**config.mk**
```make
export PLATFORM = sky130hd
export DESIGN_NAME = edid_detailed_timing_decoder
export DESIGN_NICKNAME = d
export VERILOG_FILES = /design/src/rtl/edt_pkg.sv /design/src/rtl/edt_front.sv /design/src/rtl/edt_fifo.sv /design/src/rtl/edt_back.sv /design/src/rtl/edid_detailed_timing_decoder.sv
export SDC_FILE = /design/constraint.sdc
export NUM_CORES = 1
export LEC_CHECK = 0
export BUFFER_PORTS_ARGS = -buffer_cell sky130_fd_sc_hd__buf_4
export CORE_MARGIN = 3
export CORE_UTILIZATION = 30
export DETAILED_ROUTE_END_ITERATION = 6
export GPL_TIMING_DRIVEN = 0
export SLEW_MARGIN = 20
export SYNTH_ARGS = -nofsm -noshare
export SYNTH_HDL_FRONTEND = slang
export SYNTH_HIERARCHICAL = 1
export SYNTH_SLANG_ARGS = --single-unit
```
**constraint.sdc**
```tcl
create_clock -name clk_i -period 6.42 [get_ports clk_i]
set_input_delay 0.321 -clock clk_i [delete_from_list [all_inputs] [get_ports clk_i]]
set_output_delay 0.321 -clock clk_i [all_outputs]
set_load 0.01 [all_outputs]
```
**src/rtl/edt_pkg.sv**
```systemverilog
// shared types and constants for the edid detailed timing decoder
`timescale 1ns / 1ps
package edt_pkg;

  localparam int DescBytes  = 18;
  localparam int HeldCount  = 8;
  localparam int PosW       = 5;
  localparam int HeldAw     = $clog2(HeldCount);
  localparam int QueueDepth = 2;
  localparam int QueueAw    = $clog2(QueueDepth);
  localparam int QueueCntW  = $clog2(QueueDepth + 1);
  localparam int DivSteps   = 30;
  localparam int DivCntW    = $clog2(DivSteps);
  localparam int OutW       = 56;

  localparam logic [PosW-1:0]    LastPos    = PosW'(DescBytes - 1);
  localparam logic [13:0]        ClockScale = 14'd10000;

  typedef struct packed {
    logic [15:0] clk_word;
    logic [11:0] h_act;
    logic [11:0] h_blank;
    logic [11:0] v_act;
    logic [11:0] v_blank;
  } desc_t;

endpackage

```
**src/rtl/edt_front.sv**
```systemverilog
// byte counter and descriptor capture front end
`timescale 1ns / 1ps
module edt_front (
  input  logic               clk_i,
  input  logic               rst_ni,
  input  logic               s_axis_tvalid,
  output logic               s_axis_tready,
  input  logic [7:0]         s_axis_tdata,  // desc_byte[7:0]
  input  logic               q_full_i,
  output logic               q_push_o,
  output edt_pkg::desc_t     q_desc_o
);
  import edt_pkg::*;

  logic [PosW-1:0] pos_q, pos_d;
  logic [7:0]      held_q [HeldCount];
  logic            last_byte;
  logic            accept;

  assign last_byte     = (pos_q >= LastPos);
  assign s_axis_tready = !(last_byte && q_full_i);
  assign accept        = s_axis_tvalid && s_axis_tready;
  assign q_push_o      = accept && last_byte;

  always_comb begin
    pos_d = pos_q;
    if (accept) begin
      pos_d = last_byte ? '0 : pos_q + PosW'(1);
    end
  end

  always_ff @(posedge clk_i or negedge rst_ni) begin
    if (!rst_ni) begin
      pos_q <= '0;
    end else begin
      pos_q <= pos_d;
    end
  end

  always_ff @(posedge clk_i) begin
    if (accept && (pos_q < PosW'(HeldCount))) begin
      held_q[pos_q[HeldAw-1:0]] <= s_axis_tdata;
    end
  end

  assign q_desc_o.clk_word = {held_q[1], held_q[0]};
  assign q_desc_o.h_act    = {held_q[4][7:4], held_q[2]};
  assign q_desc_o.h_blank  = {held_q[4][3:0], held_q[3]};
  assign q_desc_o.v_act    = {held_q[7][7:4], held_q[5]};
  assign q_desc_o.v_blank  = {held_q[7][3:0], held_q[6]};

endmodule

```
**src/rtl/edt_fifo.sv**
```systemverilog
// short descriptor queue between front end and back end
`timescale 1ns / 1ps
module edt_fifo (
  input  logic                clk_i,
  input  logic                rst_ni,
  input  logic                push_i,
  output logic                full_o,
  input  edt_pkg::desc_t      desc_i,
  input  logic                pop_i,
  output logic                empty_o,
  output edt_pkg::desc_t      desc_o
);
  import edt_pkg::*;

  desc_t                mem_q [QueueDepth];
  logic [QueueAw-1:0]   wr_ptr_q, rd_ptr_q;
  logic [QueueCntW-1:0] cnt_q;
  logic                 do_push, do_pop;

  assign full_o  = (cnt_q == QueueCntW'(QueueDepth));
  assign empty_o = (cnt_q == '0);
  assign do_push = push_i && !full_o;
  assign do_pop  = pop_i && !empty_o;
  assign desc_o  = mem_q[rd_ptr_q];

  always_ff @(posedge clk_i or negedge rst_ni) begin
    if (!rst_ni) begin
      wr_ptr_q <= '0;
      rd_ptr_q <= '0;
      cnt_q    <= '0;
    end else begin
      if (do_push) wr_ptr_q <= wr_ptr_q + QueueAw'(1);
      if (do_pop)  rd_ptr_q <= rd_ptr_q + QueueAw'(1);
      case ({do_push, do_pop})
        2'b10:   cnt_q <= cnt_q + QueueCntW'(1);
        2'b01:   cnt_q <= cnt_q - QueueCntW'(1);
        default: cnt_q <= cnt_q;
      endcase
    end
  end

  always_ff @(posedge clk_i) begin
    if (do_push) begin
      mem_q[wr_ptr_q] <= desc_i;
    end
  end

endmodule

```
**src/rtl/edt_back.sv**
```systemverilog
// refresh rate computation with iterative divider and output register
`timescale 1ns / 1ps
module edt_back (
  input  logic                        clk_i,
  input  logic                        rst_ni,
  input  logic                        q_empty_i,
  input  edt_pkg::desc_t              q_desc_i,
  output logic                        q_pop_o,
  output logic                        m_axis_tvalid,
  input  logic                        m_axis_tready,
  output logic [edt_pkg::OutW-1:0]    m_axis_tdata,
  output logic                        m_axis_tuser
);
  import edt_pkg::*;

  typedef enum logic [1:0] {
    ST_IDLE,
    ST_MUL,
    ST_DIV,
    ST_DONE
  } state_e;

  state_e              state_q;
  logic                m_valid_q;
  logic [OutW-1:0]     m_data_q;
  logic                m_user_q;
  logic                is_mon_q;
  logic                zero_q;
  logic [11:0]         h_act_q, v_act_q;
  logic [12:0]         h_tot_q, v_tot_q;
  logic [25:0]         div_q;
  logic [25:0]         rem_q;
  logic [29:0]         quo_q;
  logic [DivCntW-1:0]  step_q;

  logic [26:0] rem_sh;
  logic        ge;
  logic [26:0] rem_nx;
  logic        out_free;
  logic        tot_zero;

  assign rem_sh   = {rem_q, quo_q[29]};
  assign ge       = (rem_sh >= {1'b0, div_q});
  assign rem_nx   = ge ? rem_sh - {1'b0, div_q} : rem_sh;
  assign out_free = !m_valid_q || m_axis_tready;
  assign tot_zero = (h_tot_q == '0) || (v_tot_q == '0);
  assign q_pop_o  = (state_q == ST_IDLE) && !q_empty_i;

  assign m_axis_tvalid = m_valid_q;
  assign m_axis_tdata  = m_data_q;
  assign m_axis_tuser  = m_user_q;

  always_ff @(posedge clk_i or negedge rst_ni) begin
    if (!rst_ni) begin
      state_q   <= ST_IDLE;
      m_valid_q <= 1'b0;
      step_q    <= '0;
    end else begin
      if ((state_q == ST_DONE) && out_free) begin
        m_valid_q <= 1'b1;
      end else if (m_axis_tready) begin
        m_valid_q <= 1'b0;
      end
      unique case (state_q)
        ST_IDLE: begin
          if (!q_empty_i) begin
            state_q <= ST_MUL;
          end
        end
        ST_MUL: begin
          step_q  <= '0;
          state_q <= (is_mon_q || tot_zero) ? ST_DONE : ST_DIV;
        end
        ST_DIV: begin
          step_q <= step_q + DivCntW'(1);
          if (step_q == DivCntW'(DivSteps - 1)) begin
            state_q <= ST_DONE;
          end
        end
        ST_DONE: begin
          if (out_free) begin
            state_q <= ST_IDLE;
          end
        end
        default: state_q <= ST_IDLE;
      endcase
    end
  end

  // datapath registers
  always_ff @(posedge clk_i) begin
    case (state_q)
      ST_IDLE: begin
        if (!q_empty_i) begin
          is_mon_q <= (q_desc_i.clk_word == '0);
          h_act_q  <= q_desc_i.h_act;
          v_act_q  <= q_desc_i.v_act;
          h_tot_q  <= {1'b0, q_desc_i.h_act} + {1'b0, q_desc_i.h_blank};
          v_tot_q  <= {1'b0, q_desc_i.v_act} + {1'b0, q_desc_i.v_blank};
          quo_q    <= 30'(q_desc_i.clk_word) * 30'(ClockScale);
        end
      end
      ST_MUL: begin
        div_q  <= 26'(h_tot_q) * 26'(v_tot_q);
        rem_q  <= '0;
        zero_q <= tot_zero;
        if (is_mon_q || tot_zero) begin
          quo_q <= '0;
        end
      end
      ST_DIV: begin
        rem_q <= rem_nx[25:0];
        quo_q <= {quo_q[28:0], ge};
      end
      ST_DONE: begin
        if (out_free) begin
          if (is_mon_q) begin
            m_user_q <= 1'b1;
            m_data_q <= '0;
          end else begin
            m_user_q <= 1'b0;
            m_data_q <= {1'b0, zero_q, quo_q, v_act_q, h_act_q};
          end
        end
      end
      default: ;
    endcase
  end

endmodule

```
**src/rtl/edid_detailed_timing_decoder.sv**
```systemverilog
// top level of the edid detailed timing decoder
//
// input stream: one descriptor byte per transaction, byte 0 first; every
// eighteenth byte closes a descriptor and yields exactly one result.
// output stream: one result per descriptor, decoded timing in 56-bit tdata,
// monitor descriptor flag in tuser.
// the front end takes one byte per cycle while tready is high and parks the
// decoded descriptor fields in a two-entry queue when the last byte arrives.
// the back end pops an entry, adds the totals and scales the pixel clock,
// multiplies the totals, runs a restoring divider at one quotient bit per
// cycle and loads the output register.
// monitor and zero-total descriptors skip the divider.
// the back end handles one descriptor at a time and pops the next entry
// only once it is back in idle.
// when the receiver stalls, the result holds in the output register, the
// back end waits with the next one, the queue takes two more, then tready
// drops on the last byte of the following descriptor.
// reset clears the byte counter, the queue, the back-end state and the output valid.
`timescale 1ns / 1ps
module edid_detailed_timing_decoder (
  input  logic                     clk_i,
  input  logic                     rst_ni,
  input  logic                     s_axis_tvalid,
  output logic                     s_axis_tready,
  input  logic [7:0]               s_axis_tdata,  // desc_byte[7:0]
  output logic                     m_axis_tvalid,
  input  logic                     m_axis_tready,
  // h_pixels[11:0], v_lines[23:12], refresh_hz[53:24], zero_total[54]
  output logic [edt_pkg::OutW-1:0] m_axis_tdata,
  output logic                     m_axis_tuser   // is_monitor_desc[0]
);
  import edt_pkg::*;

  logic       q_push;
  logic       q_full;
  desc_t      front_desc;
  desc_t      back_desc;
  logic       q_empty;
  logic       q_pop;

  edt_front u_front (
    .clk_i         (clk_i),
    .rst_ni        (rst_ni),
    .s_axis_tvalid (s_axis_tvalid),
    .s_axis_tready (s_axis_tready),
    .s_axis_tdata  (s_axis_tdata),
    .q_full_i      (q_full),
    .q_push_o      (q_push),
    .q_desc_o      (front_desc)
  );

  edt_fifo u_fifo (
    .clk_i   (clk_i),
    .rst_ni  (rst_ni),
    .push_i  (q_push),
    .full_o  (q_full),
    .desc_i  (front_desc),
    .pop_i   (q_pop),
    .empty_o (q_empty),
    .desc_o  (back_desc)
  );

  edt_back u_back (
    .clk_i         (clk_i),
    .rst_ni        (rst_ni),
    .q_empty_i     (q_empty),
    .q_desc_i      (back_desc),
    .q_pop_o       (q_pop),
    .m_axis_tvalid (m_axis_tvalid),
    .m_axis_tready (m_axis_tready),
    .m_axis_tdata  (m_axis_tdata),
    .m_axis_tuser  (m_axis_tuser)
  );

endmodule

```
* Word level (Yosys, flattened, before mapping) *
Memory sizes are Yosys's and may differ from the RTL's.
Cells that the tools add are included.

storage, ports and cells
  RAM bits = 192
  bits in registers = 208
  memories = 2
  logic and storage cells = 95
  output and inout port bits = 59
  input port bits = 12

operators by class
  multiply operators = 2
  order comparisons = 3
  muxes and demuxes = 20
  add/subtract/negate cells = 9
  reductions and logical operators = 28
  bitwise gates (word level) = 1
  eq/ne operators = 11

memory list
  name            words  width  read ports  clocked after memory_dff  write ports  RTL line         RTL
  u_fifo.mem_q    2      64     1           0                         1            edt_fifo.sv:15   desc_t mem_q [QueueDepth];
  u_front.held_q  8      8      8           0                         1            edt_front.sv:16  logic [7:0] held_q [HeldCount];

operator list
  kind                                                                    count
  30-bit case mux with 3 select lines                                     1
  30-bit two-way mux                                                      2
  26-bit case mux with 2 select lines                                     1
  27-bit by 26-bit >= comparator with 1-bit output                        1
  12-bit by 12-bit adder with 13-bit output                               2
  13-bit zero test                                                        2
  13-bit by 13-bit multiplier with 26-bit output                          1
  16-bit by 10-bit multiplier with 26-bit output (second input constant)  1
  26-bit two-way mux                                                      1
  26-bit subtractor                                                       1
  16-bit zero test                                                        1
  5-bit by 1-bit adder with 5-bit output (second input constant)          2
  5-bit case mux with 2 select lines                                      1
  2-bit == test (second input constant)                                   4
  1-bit logical AND                                                       8
  1-bit two-way mux                                                       8
  2-bit case mux with 4 select lines                                      1
  2-bit two-way mux                                                       3
  2-bit by 1-bit != test with 1-bit output (second input constant)        3
  3-bit AND reduction                                                     2
  2-bit nonzero test                                                      3
  5-bit == test (second input constant)                                   1
  5-bit >= comparator (second input constant)                             1
  5-bit by 4-bit < comparator with 1-bit output (second input constant)   1
  13 further kinds                                                        22

* Depth between registers and ports, before layout *
Gate-level depths: netlist of run 1.

  word-level depth = 8
  gate-level depth with buffers = 22

* By module *
The synthesis of run 1 kept the hierarchy.

by module, submodules not included
  module     seq. area each (um^2)  instances  cells each  area an instance (um^2)
  edt_back   5905.7                 1          1799        18255.0
  edt_fifo   3943.8                 1          217         5018.6
  edt_front  2047.0                 1          111         2316.0

* Worst setup path after synthesis of run 1 *
Ideal clock, no wire load.

  path kind = flip-flop to flip-flop
  start = register u_back.v_tot_q[6]
  end = register u_back.div_q[25] (data pin)
  data arrival time = 5.449 ns
  buffers on the path = 1
  setup time = 0.260 ns
  path slack = 0.711 ns
  period minus slack after synthesis = 5.709 ns
  stages on the path, launching flop included = 22
  cells stage by stage = edfxtp_1 > clkbuf_1 > nand2_1 > fa_1 > inv_1 > fa_1 > inv_1 > fa_1 > inv_1 > fa_1 > inv_1 > fa_1 > inv_1 > ha_1 > and2_0 > a22o_1 > a31oi_1 > a31oi_1 > a41o_1 > or4_1 > a31oi_1 > xnor2_1

on the way
  longest elaborated chain between the ends = 1

ends and longest elaborated chain
  element                                         RTL line         RTL
  start, declared                                 edt_back.sv:30   logic [12:0] h_tot_q, v_tot_q;
  start signal, assigned                          edt_back.sv:99   v_tot_q <= {1'b0, q_desc_i.v_act} + {1'b0, q_desc_i.v_blank};
  13-bit by 13-bit multiplier with 26-bit output  edt_back.sv:104  div_q <= 26'(h_tot_q) * 26'(v_tot_q);
  end signal, assigned                            edt_back.sv:104
  end, declared                                   edt_back.sv:31   logic [25:0] div_q;

No other way between the ends.
A chain may end at the register's enable or synchronous reset.

* Final worst setup path of run 1 *
  start = register u_back.v_tot_q[1]
  end = register u_back.div_q[25] (data pin)

Same word-level chain as after synthesis.

==> results of run 1 <==
==> worst max-delay path, cell delays in order (launching register included) <==
cell	delay (ns)
sky130_fd_sc_hd__edfxtp_1	0.40
sky130_fd_sc_hd__clkbuf_1	0.43
sky130_fd_sc_hd__nand2_1	0.16
sky130_fd_sc_hd__fa_1	0.52
sky130_fd_sc_hd__inv_1	0.06
sky130_fd_sc_hd__fa_1	0.50
sky130_fd_sc_hd__fa_1	0.53
sky130_fd_sc_hd__inv_1	0.06
sky130_fd_sc_hd__fa_1	0.46
sky130_fd_sc_hd__fa_1	0.54
sky130_fd_sc_hd__inv_1	0.04
sky130_fd_sc_hd__ha_1	0.36
sky130_fd_sc_hd__and2_0	0.20
sky130_fd_sc_hd__a22o_1	0.21
sky130_fd_sc_hd__a31oi_2	0.23
sky130_fd_sc_hd__a31oi_2	0.19
sky130_fd_sc_hd__a41o_1	0.31
sky130_fd_sc_hd__or4_1	0.47
sky130_fd_sc_hd__a31oi_1	0.22
sky130_fd_sc_hd__xnor2_1	0.08
==> through the flow <==
step                      hold WS, ns  TNS (ns)  worst slack (ns)  utilization  std cells
after floorplan                0.0254         0             0.711            -       2127
after global placement          0.231    -0.198            -0.198        0.327       3329
after detailed placement        0.230    -0.178            -0.178        0.331       3345
after CTS                      0.0261         0           0.00266        0.347       3421
after global routing           0.0352  -0.00786          -0.00456        0.348       3425
final                          0.0441         0             0.198        0.348       3426
==> what timing repair did <==
item,CTS,global route
gates resized for setup,7,36
setup endpoints to repair,1,2
pin swaps,0,0
hold endpoints to repair,17,0
buffers inserted,0,4
hold buffers,1,0
==> layout by cell type (no fill, tap or decap), types with 6 or more instances in the layout <==
cell type,count
sky130_fd_sc_hd__o21ai_0,52
sky130_fd_sc_hd__clkbuf_1,36
sky130_fd_sc_hd__dfrtp_1,17
sky130_fd_sc_hd__a22o_1,9
sky130_fd_sc_hd__o21a_1,12
sky130_fd_sc_hd__buf_2,7
sky130_fd_sc_hd__a31oi_1,13
sky130_fd_sc_hd__mux2_2,17
sky130_fd_sc_hd__or3_1,11
sky130_fd_sc_hd__ha_1,206
sky130_fd_sc_hd__nand2_1,160
sky130_fd_sc_hd__edfxtp_1,382
sky130_fd_sc_hd__nand3_1,22
sky130_fd_sc_hd__fa_1,159
sky130_fd_sc_hd__buf_6,12
sky130_fd_sc_hd__clkbuf_16,42
sky130_fd_sc_hd__a211o_1,6
sky130_fd_sc_hd__xor2_1,17
sky130_fd_sc_hd__mux2i_1,22
sky130_fd_sc_hd__a21oi_1,65
sky130_fd_sc_hd__nor2_1,69
sky130_fd_sc_hd__and3_1,12
sky130_fd_sc_hd__o21bai_1,12
sky130_fd_sc_hd__inv_1,350
sky130_fd_sc_hd__a21o_1,28
sky130_fd_sc_hd__mux2_4,50
sky130_fd_sc_hd__and2_1,80
sky130_fd_sc_hd__or2_2,6
sky130_fd_sc_hd__clkinv_1,6
sky130_fd_sc_hd__a21boi_0,10
sky130_fd_sc_hd__xnor2_1,57
sky130_fd_sc_hd__nand2b_1,14
sky130_fd_sc_hd__buf_4,82
sky130_fd_sc_hd__clkbuf_2,17
sky130_fd_sc_hd__nor3_1,18
sky130_fd_sc_hd__nor2b_1,65
sky130_fd_sc_hd__nand4_1,10
==> worst max path at each step <==
| stage | end | cells past startpoint | startpoint |
|---|---|---|---|
| 2_1_floorplan | u_back/div_q[25]$_DFFE_PP_ | 21 | u_back/v_tot_q[6]$_DFFE_PP_ |
| 5_1_grt | u_back/div_q[24]$_DFFE_PP_ | 20 | u_back/h_tot_q[4]$_DFFE_PP_ |
| 4_1_cts | u_back/div_q[25]$_DFFE_PP_ | 20 | u_back/v_tot_q[2]$_DFFE_PP_ |
| 3_3_place_gp | u_back/div_q[25]$_DFFE_PP_ | 21 | u_back/v_tot_q[6]$_DFFE_PP_ |
| 3_5_place_dp | u_back/div_q[25]$_DFFE_PP_ | 21 | u_back/v_tot_q[6]$_DFFE_PP_ |
| 6_report | u_back/div_q[25]$_DFFE_PP_ | 19 | u_back/v_tot_q[1]$_DFFE_PP_ |
==> cell type report <==
| class | count | area (um^2) | share of cell area |
|---|---|---|---|
| timing repair buffer | 89 | 774 | 0.0264 |
| clock buffer | 52 | 1090 | 0.0372 |
| antenna | 1 | 2.50 | 0.0000854 |
| inverter | 353 | 1330 | 0.0452 |
| clock inverter | 23 | 293 | 0.0100 |
| buffer | 66 | 389 | 0.0133 |
| sequential | 399 | 11900 | 0.406 |
| multi-input combinational | 1309 | 12100 | 0.413 |
| tap | 1134 | 1420 | 0.0484 |
==> state kept, by name (all words and copies together) (netlist names), 13 cells and up <==
name and flops:
u_fifo/mem_q 128, u_front/held_q 64, u_back/m_axis_tdata 55, u_back/quo_q 30
u_back/div_q 26, u_back/rem_q 26, u_back/h_tot_q 13, u_back/v_tot_q 13
==> layer usage <==
metal	vias up	part of all wire
met5	-	0
met3	77	0.035
met1	7471	0.46
met4	0	0.024
met2	223	0.48
li1	7520	-
==> cells by family (layout without fill, tap and decap cells) <==
kind of cell / Yosys count / count (layout) / share of synthesized area
buffers and inverters: 419 / 583 / 0.0658
muxes: 89 / 89 / 0.0454
xor gates and xnor gates: 74 / 74 / 0.0253
AOI/OAI and AO/OA: 273 / 273 / 0.0719
other: 1 / 2 / 0.000147
and+or+nand+nor: 505 / 505 / 0.100
DFF: 399 / 399 / 0.465
adders and majority gates: 367 / 367 / 0.226
==> run summary, run 1 <==
The run finished with clean final reports. After detailed routing, the average wire length per cell comes to 15.9 um. By count the netlist is led by sky130_fd_sc_hd__edfxtp_1 (382), sky130_fd_sc_hd__inv_1 (350), sky130_fd_sc_hd__ha_1 (208).

The async set or reset register ratio after synthesis came out at 0.0426. In the post-synthesis netlist, the cell with the most instances is sky130_fd_sc_hd__edfxtp_1. The minimum period implied by the final worst setup slack is 6.22 ns. For the worst setup path, the data required time is 6.75 ns. Using the TritonRoute via totals, the vias-per-cell ratio works out to 4.46. At the pin with the least slew margin, the transition time is 0.824 ns. For the global routing usage on met1, the log shows 0.163. At the later pin of the worst-skew pair, clock insertion delay measures 0.58 ns. Summing every instance area after synthesis gives 25600 um^2.

Final count of hold timing violations: 0. The reported max-cap violation count was 0. Entering global routing, the biggest net connects 46 pins. Derived from the worst setup path, the maximum achievable clock frequency is 0.161 GHz. Most instantiated flip-flop cell in the synthesis netlist: sky130_fd_sc_hd__edfxtp_1. Clock tree synthesis selected as its root buffer the cell sky130_fd_sc_hd__clkbuf_16.

The number of stages on the worst hold path was 1. Data on the critical path arrives at its endpoint at 6.55 ns. The endpoint identified for the worst register-to-register timing path is u_back/div_q[25]$_DFFE_PP_.

The routability congestion estimate from global placement is 0.831, and the layout overhead on the synthesized area is 14.5%. The floorplan has 106 rows. The endpoint of the worst hold path was u_front/held_q[2][4]$_DFFE_PP_. In this run, synthesis inferred 382 flip-flops with an integrated enable.

The H-tree generated during clock tree synthesis spans 2 levels. Via count of the first global-routing pass: 15898. During I/O placement, the number of pins put on the boundary was 71. The fraction of synthesized cell area taken by the top area cell type was 0.448. The fill cell instance count of the final layout was 8317; the clock-pin slew reported for the worst setup and hold paths after clock tree synthesis was 0.06 ns. Measured along the x axis, the die boundary spans 298 um. Post-detailed-route DRC marker count: 0. The wire length after detailed routing came out at 54600 um. met2 is the most crowded layer.

By area the synthesized netlist is led by sky130_fd_sc_hd__edfxtp_1 (45%), sky130_fd_sc_hd__fa_1 (12%), sky130_fd_sc_hd__ha_1 (10%). The die covers 88800 um^2. The type of the worst setup path was reg -> reg. The post-synthesis register bit count works out to 399. The worst slew margin relative to its limit is 0.451, and the total congestion overflow is 0.

The number of nets in the layout was 2639; the count of input and output buffers was 68. The core region is 84100 um^2. The run gives 27800 um^2 as the cell area after placement. Across all layers, the routed design uses 15291 vias.

The endpoint type of the worst setup path was a register. The first TritonRoute pass finished after 5 iterations. The synthesized design spends more area on one cell type than any other, namely sky130_fd_sc_hd__edfxtp_1.

The worst reg2reg path startpoint is u_back/v_tot_q[1]$_DFFE_PP_. Counting every net in the synthesized netlist gives 2506. STA classifies the critical path startpoint as a register.

The path type of the worst min-delay path was in -> reg. Part of the cycle the worst path needs: 0.969. The global-route usage over all layers came out at 0.124. Sequential cell area fraction in the yosys report: 0.465. In this run the deepest clock path goes through 3 buffers. Across the routed clock network, the largest skew measured is 0.0275 ns.

Setup violations remaining at the end of the flow were counted as 0. The violation count after the first detailed-route iteration came out at 882. The global routing met3 resource utilization came out at 0.0197.

The proportion of layout cells with a drive suffix above 1 works out to 0.128. TritonCTS built the clock tree. Measured along the y axis, the die boundary spans 298 um.

Effective utilization at floorplan: 0.304. The met2 track demand over resource is 0.213, and the HPWL after detailed placement is 41600 um. The synthesized netlist contains 80 unique library cells. With fillers left out, the area of the finished cells amounts to 29300 um^2. CTS buffer count: 42.

The tools report the initial antenna violation count as 0. The logs give 88500 um for the wire length of the first global-routing pass and 0.20 ns for the setup slack of the worst register-to-register path. After technology mapping, the gate count stands at 2127.

The per-instance average area after synthesis was 12.0 um^2; the Yosys warning count was 6. The total count of max-transition violations in the final report came out at 0. The worst hold path begins at s_axis_tdata[4]. The maximum fanout along the worst path was 10; the final antenna-violating net count was 0. The length in cells of the worst reg-to-reg path came out at 19.

Number of clock sinks: 399.
Power of run 1 is not shown: default switching activity piles up to over one toggle a cycle in this logic, so the estimate is an artifact.
==> run 2: changes to the inputs <==
--- a/config.mk
+++ b/config.mk
@@ -6,6 +6,7 @@
 export NUM_CORES = 1
 export LEC_CHECK = 0
 export BUFFER_PORTS_ARGS = -buffer_cell sky130_fd_sc_hd__buf_4
+export CORE_ASPECT_RATIO = 1.2
 export CORE_MARGIN = 3
 export CORE_UTILIZATION = 30
 export DETAILED_ROUTE_END_ITERATION = 6
==> constraint.sdc (replaced) <==
create_clock -name clk_i -period 6.42 [get_ports clk_i]
set_input_delay 0.642 -clock clk_i [delete_from_list [all_inputs] [get_ports clk_i]]
set_output_delay 0.642 -clock clk_i [all_outputs]
set_load 0.01 [all_outputs]
==> run summary, run 2 (synthesis results as in run 1) <==
The flow ran to the end, and the final reports show no timing, DRC or antenna violations. The run gives 41700 um (+0.26%) as the HPWL after detailed placement. The worst setup path is captured at a register. For the wire length of the first global-routing pass, the log shows 87800 um (-0.73%). Post-detailed-route DRC marker count: 0 (unchanged).

The global-route usage over all layers is 0.125 (+0.000145), and the width of the chip is 273 um (-8.5%). The tools report the routability congestion estimate from global placement as 0.834 (+0.31%). TritonCTS built the clock tree.

The effective utilization at floorplan came out at 0.305 (about the same). The logs give 0.466 (+0.0154) for the worst slew margin relative to its limit and 49 (+6.5%) for the maximum number of pins on one net before global-route repair. Setup repair after global routing left no endpoint under its margin.

The most flop-heavy register was u_fifo/mem_q. The highest cell delay on the worst timing path works out to 0.54 ns (about the same). The layout overhead on the synthesized area is 14.8%.

Arrival time of the worst setup path: 6.51 ns (-0.04 ns). The final antenna-violating net count was 0 (unchanged). Height of the die: 326 um (+9.4%). The detailed-route via count came out at 15273 (-0.12%).

On the critical path the largest part of the delay comes from adder cells. The count of H-tree levels built during CTS was 2 (unchanged); the data required time of the worst path was 6.75 ns (about the same). The final total negative setup slack was 0 ns (unchanged). Total of endpoints with negative setup slack in the final report: 0 (unchanged). Initial antenna violation count: 0 (unchanged). In this run the clock root is driven by a sky130_fd_sc_hd__clkbuf_16.

Floorplan row count: 116 (+9.4%). The average wire per cell in the routed design was 15.9 um (-0.39%). Number of flip-flops under the largest register name: 128 (unchanged).

The total congestion overflow came out at 0 (unchanged). The reported max-cap violation count is 0 (unchanged). The maximum fanout along the worst path is 10 (unchanged), and the number of antenna cells inserted is 0 (-1). The total count of max-transition violations in the final report was 0 (unchanged). The maximum clock skew at final layout is 0.0207 ns (-0.00680 ns), and the final count of hold timing violations is 0 (unchanged). Floorplan die area: 88900 um^2 (about the same). The part of the cycle the worst path needs works out to 0.962 (-0.00755). The CTS buffer count is 43 (+2.4%), and the count of input and output buffers is 68 (unchanged). Wire length after detailed routing: 54200 um (-0.68%). The area of the core region was 84000 um^2 (about the same).

The library cells used most frequently in the layout, excluding fill and tap cells, are sky130_fd_sc_hd__edfxtp_1 (382), sky130_fd_sc_hd__inv_1 (350), sky130_fd_sc_hd__ha_1 (206). Proportion of layout cells with a drive suffix above 1: 0.132 (+0.00457). The path type of the worst min-delay path is in -> reg. The critical path goes through buf_2 -> and2_1 -> fa_1 -> inv_1 -> fa_1 -> inv_1 -> fa_1 -> fa_1 -> inv_1 -> fa_1 -> inv_1 -> ha_1 -> and2_0 -> a22o_1 -> a31oi_2 -> a31oi_2 -> a41o_1 -> or4_1 -> a31oi_2 -> xnor2_1.

The type of the worst setup path is reg -> reg. The achievable frequency is 0.162 GHz (+0.79%), and the number of clock sinks is 399 (unchanged). The transition time of the tightest slew-check pin is 0.797 ns (-0.0274 ns). The violation count after the first detailed-route iteration was 883 (+0.11%).

The buffers plus inverters on the worst setup path is 5 (+1), and the maximum buffer depth of the clock tree is 3 (unchanged). The clock-pin slew reported for the worst setup and hold paths after clock tree synthesis came out at 0.07 ns (about the same). Counting stages on the worst path, the most repeated cell is sky130_fd_sc_hd__fa_1.

The clock latency of the later-clocked register in the worst-skew pair was 0.59 ns (about the same). The number of top-level design ports is 71 (unchanged), and the via count of the first global-routing pass is 16019 (+0.76%). Kind of launch point of the worst setup path: a register. The vias per cell is 4.47 (+0.17%).

The run gives 5 (unchanged) as the number of detailed-route iterations in the first pass. For this design, the slowest cell found on the critical path is sky130_fd_sc_hd__fa_1. The minimum period implied by the final worst setup slack was 6.17 ns (-0.0485 ns). The library cell used most frequently in the layout, excluding fill and tap cells, is sky130_fd_sc_hd__edfxtp_1.

The tools report the number of nets in the layout as 2640 (+0.038%).
run 2: cell types whose count changed in the layout (fill, tap and decap cells not counted), moves of 2 or more:
| cell | change |
|---|---|
| sky130_fd_sc_hd__buf_2 | -2 |
| sky130_fd_sc_hd__buf_4 | +2 |
| sky130_fd_sc_hd__buf_6 | +3 |
| sky130_fd_sc_hd__clkbuf_1 | -8 |
| sky130_fd_sc_hd__clkbuf_2 | -2 |
| sky130_fd_sc_hd__clkbuf_4 | +2 |
| sky130_fd_sc_hd__clkinv_4 | +3 |
| sky130_fd_sc_hd__clkinv_8 | +2 |
| sky130_fd_sc_hd__inv_6 | +4 |
run 2: per-stage QoR:
| step | instance area, um^2 | setup slack (ns) | hold slack (ns) | util | instances |
|---|---|---|---|---|---|
| 2_1_floorplan | 25600 | 0.711 | 0.346 | - | 2127 |
| 3_3_place_gp | 27500 | -0.0722 | 0.422 | 0.327 | 3316 |
| 3_5_place_dp | 27800 | -0.141 | 0.429 | 0.331 | 3332 |
| 4_1_cts | 29300 | 0.00443 | 0.328 | 0.349 | 3412 |
| 5_1_grt | 29400 | 0.0130 | 0.323 | 0.350 | 3416 |
| 6_report | 29400 | 0.246 | 0.366 | 0.350 | 3416 |
run 2: final timing paths:
| path | start | to | slack, ns | cells after the start |
|---|---|---|---|---|
| min reg2reg | u_front/held_q[1][3]$_DFFE_PP_ | u_fifo/mem_q[0][59]$_DFFE_PP_ | 0.43 | 0 |
| min | s_axis_tdata[1] | u_front/held_q[5][1]$_DFFE_PP_ | 0.37 | 1 |
| max reg2reg | u_back/v_tot_q[3]$_DFFE_PP_ | u_back/div_q[25]$_DFFE_PP_ | 0.25 | 20 |
| max in group asynchronous | rst_ni | u_fifo/rd_ptr_q$_DFFE_PN0P_ | 5.70 | 2 |
| min in group asynchronous | rst_ni | u_back/step_q[2]$_DFFE_PN0N_ | 0.49 | 2 |
| max | u_back/v_tot_q[3]$_DFFE_PP_ | u_back/div_q[25]$_DFFE_PP_ | 0.25 | 20 |
run 2: worst register-to-register path: cells and delay by family (launching register included):
kind	cells	cell delay, ns
AO/OA/AOI/OAI	5	1.11
XOR/XNOR	1	0.08
adder cells (fa/ha/maj)	6	2.94
buffers and inverters	5	0.44
flip-flops	1	0.45
AND/OR/NAND/NOR	3	0.89
run 2: area by class of cell:
cell class	instances	area [um^2]
Clock inverter	32	389
Timing Repair Buffer	90	779
Fill cell	8207	54600
Multi-Input combinational cell	1309	12100
Tap cell	1121	1400
Clock buffer	47	1090
Inverter	353	1330
Sequential cell	399	11900
Buffer	65	398
run 2: layer usage:
metal  vias up  track usage  part of all wire
met5         -            0                 0
met4         0       0.0417             0.029
met3        83       0.0208             0.037
met2       205        0.224              0.51
met1      7453        0.150              0.42
li1       7532            -                 -
run 2: repair_timing:
item,CTS,global route
endpoints found under the hold margin,17,0
setup buffers,0,5
cloned,0,0
endpoints found under the setup margin,1,2
gates resized for setup,9,42
hold buffers,1,0
Power of run 2 is left out for the same reason.
==> run 3: changes to the inputs <==
--- a/config.mk
+++ b/config.mk
@@ -5,7 +5,7 @@
 export SDC_FILE = /design/constraint.sdc
 export NUM_CORES = 1
 export LEC_CHECK = 0
-export BUFFER_PORTS_ARGS = -buffer_cell sky130_fd_sc_hd__buf_4
+export BUFFER_PORTS_ARGS = -buffer_cell sky130_fd_sc_hd__clkbuf_2
 export CORE_ASPECT_RATIO = 1.2
 export CORE_MARGIN = 3
 export CORE_UTILIZATION = 30
==> run summary, run 3 (synthesis results as in run 1) <==
The run finished with clean final reports. In this design, the largest share of critical-path delay is due to adder cells. The height of the die was 326 um (unchanged); the routability congestion estimate from global placement was 0.828 (-0.66%). The tools report the number of detailed-route iterations in the first pass as 5 (unchanged).

The maximum buffer depth of the clock tree is 3 (unchanged), and the number of antenna cells inserted is 0 (unchanged). The logs give 53900 um (-0.64%) for the wire length after detailed routing and 1820 um (-9.0%) for the length of routed met3 wiring. For the global-route usage over all layers, the log shows 0.123 (-0.00184). The hold-fix buffer count after cts came out at 0 (-1). The tightest min-delay check is of the in -> async type. For the data required time of the worst path, the log shows 6.76 ns (about the same).

Most flop-heavy register: u_fifo/mem_q. The logs give 0 ns (unchanged) for the final total negative setup slack and 0 (unchanged) for the total of endpoints with negative setup slack in the final report. For the floorplan row count, the log shows 116 (unchanged). Counting stages on the worst path, the most repeated cell is sky130_fd_sc_hd__fa_1.

The tools report the worst slew margin relative to its limit as 0.418 (-0.0478). The clock-pin slew reported for the worst setup and hold paths after clock tree synthesis came out at 0.06 ns (about the same). The total count of max-transition violations in the final report is 0 (unchanged). The run gives 0.162 GHz (-0.28%) as the achievable frequency. The via count of the first global-routing pass is 15940 (-0.49%), and the post-detailed-route DRC marker count is 0 (unchanged). The proportion of layout cells with a drive suffix above 1 is 0.129 (-0.00315). The number of flip-flops under the largest register name came out at 128 (unchanged).

The startpoint identified for the worst register-to-register timing path is u_back/v_tot_q[3]$_DFFE_PP_. The run gives 0.0320 ns (+0.0113 ns) as the maximum clock skew at final layout. The tree is rooted in a sky130_fd_sc_hd__clkbuf_16. The timing startpoint of the critical path is u_back/v_tot_q[3]$_DFFE_PP_.

Buffers plus inverters on the worst setup path: 5 (unchanged). TritonCTS built the clock tree. Arrival time of the worst setup path: 6.53 ns (+0.02 ns). The fill cell instance count of the final layout was 8265 (+0.71%); the highest cell delay on the worst timing path was 0.53 ns (about the same). Leading cell type in the layout, fill and taps excluded: sky130_fd_sc_hd__edfxtp_1.

The worst setup path is of the reg -> reg kind. Post-route met1 wirelength: 22700 um (-0.76%). The highest-delay cell along the critical path is sky130_fd_sc_hd__fa_1.

The floorplan die area is 88900 um^2 (unchanged), and the number of instances resized during post-cts repair is 9 (unchanged). The critical path goes through clkbuf_2 -> and2_1 -> fa_1 -> inv_1 -> fa_1 -> inv_1 -> fa_1 -> fa_1 -> inv_1 -> fa_1 -> inv_1 -> ha_1 -> and2_0 -> a22o_1 -> a31oi_2 -> a31oi_2 -> a41o_1 -> or4_1 -> a31oi_1 -> xnor2_1. The clock latency of the later-clocked register in the worst-skew pair came out at 0.59 ns (about the same). The detailed-routed wire length on met2 is 27800 um (about the same). The footprint of the flip-flops and latches is 11900 um^2 (unchanged), and the number of buffers inserted to repair setup after CTS is 0 (unchanged).

The library cells used most frequently in the layout, excluding fill and tap cells, are sky130_fd_sc_hd__edfxtp_1 (382), sky130_fd_sc_hd__inv_1 (350), sky130_fd_sc_hd__ha_1 (206). Routed signal wires occupy layers up through met4. The tools report the number of nets in the layout as 2635 (-0.19%).

The part of the cycle the worst path needs was 0.964 (+0.00268); the HPWL after detailed placement was 41800 um (+0.38%). The wire length of the first global-routing pass was 86200 um (-1.9%); the transition time of the tightest slew-check pin was 0.868 ns (+0.0712 ns). The detailed-route via count was 15281 (+0.052%); the count of input and output buffers was 68 (unchanged).

The endpoint type of the worst setup path is a register. The initial antenna violation count was 0 (unchanged); the final instance count without filler cells was 3410 (-0.18%). Maximum fanout along the worst path: 10 (unchanged). The minimum period implied by the final worst setup slack was 6.19 ns (+0.0172 ns). Setup repair after global routing left no endpoint under its margin. The run gives 797 (-9.7%) as the violation count after the first detailed-route iteration.

The final antenna-violating net count was 0 (unchanged); the layout overhead on the synthesized area was 13.7%. The tools report the area of the core region as 84000 um^2 (unchanged). The vias per cell was 4.48 (+0.23%); the reported max-cap violation count was 0 (unchanged). The worst setup path is launched from a register.

Number of clock sinks: 399 (unchanged). For the area of combinational cells with multiple inputs, the log shows 12100 um^2 (about the same). Maximum number of pins on one net before global-route repair: 49 (unchanged).

The count of H-tree levels built during CTS was 2 (unchanged); the number of top-level design ports was 71 (unchanged). The final count of hold timing violations is 0 (unchanged), and the tightest hold margin is 0.0433 ns (-0.323 ns). The effective utilization at floorplan is 0.305 (unchanged), and the average wire per cell in the routed design is 15.8 um (-0.47%).

The total congestion overflow is 0 (unchanged), and the width of the chip is 273 um (unchanged). The run gives 43 (unchanged) as the CTS buffer count. The run gives 3332 (unchanged) as the number of placed instances with taps included.
## run 3: cell count changes in the layout (fill, tap and decap cells not counted), sizes merged
cell,previous run,this run
buf,111,36
bufinv,6,2
clkbuf,90,168
clkinv,16,11
clkinvlp,2,5
dlygate4sd3,1,0
inv,361,359
## run 3: worst paths after layout
kind / depth (start not counted) / end / slack [ns]
worst max-delay path: 20 / u_back/div_q[25]$_DFFE_PP_ / 0.23
worst min-delay path: 1 / u_back/step_q[4]$_DFFE_PN0N_ / 0.04
worst max register to register: 20 / u_back/div_q[25]$_DFFE_PP_ / 0.23
worst min register to register: 0 / u_fifo/mem_q[1][56]$_DFFE_PP_ / 0.43
max in group asynchronous: 1 / u_back/state_q[1]$_DFFE_PN0P_ / 5.99
min in group clk_i: 0 / u_fifo/mem_q[1][56]$_DFFE_PP_ / 0.43
## run 3: cell type report
cell class	count	area share
Inverter	353	0.0455
Buffer	66	0.0135
Clock inverter	24	0.00865
Tap cell	1121	0.0482
Clock buffer	54	0.0391
Multi-Input combinational cell	1309	0.416
Timing Repair Buffer	84	0.0201
Sequential cell	399	0.409
## run 3: stage by stage
| stage | area [um^2] | utilization | setup WS, ns |
|---|---|---|---|
| 6_report | 29100 | 0.346 | 0.229 |
| 5_1_grt | 29100 | 0.346 | 0.00175 |
| 3_3_place_gp | 27300 | 0.325 | -0.0767 |
| 4_1_cts | 29000 | 0.346 | 0.00301 |
| 2_1_floorplan | 25600 | - | 0.711 |
| 3_5_place_dp | 27600 | 0.329 | -0.119 |
## run 3: layer usage
layer  up-vias  track usage
li1       7513            -
met1      7447        0.146
met2       236        0.225
met3        85       0.0183
met4         0       0.0425
met5         -            0
Power of run 3 is left out for the same reason.
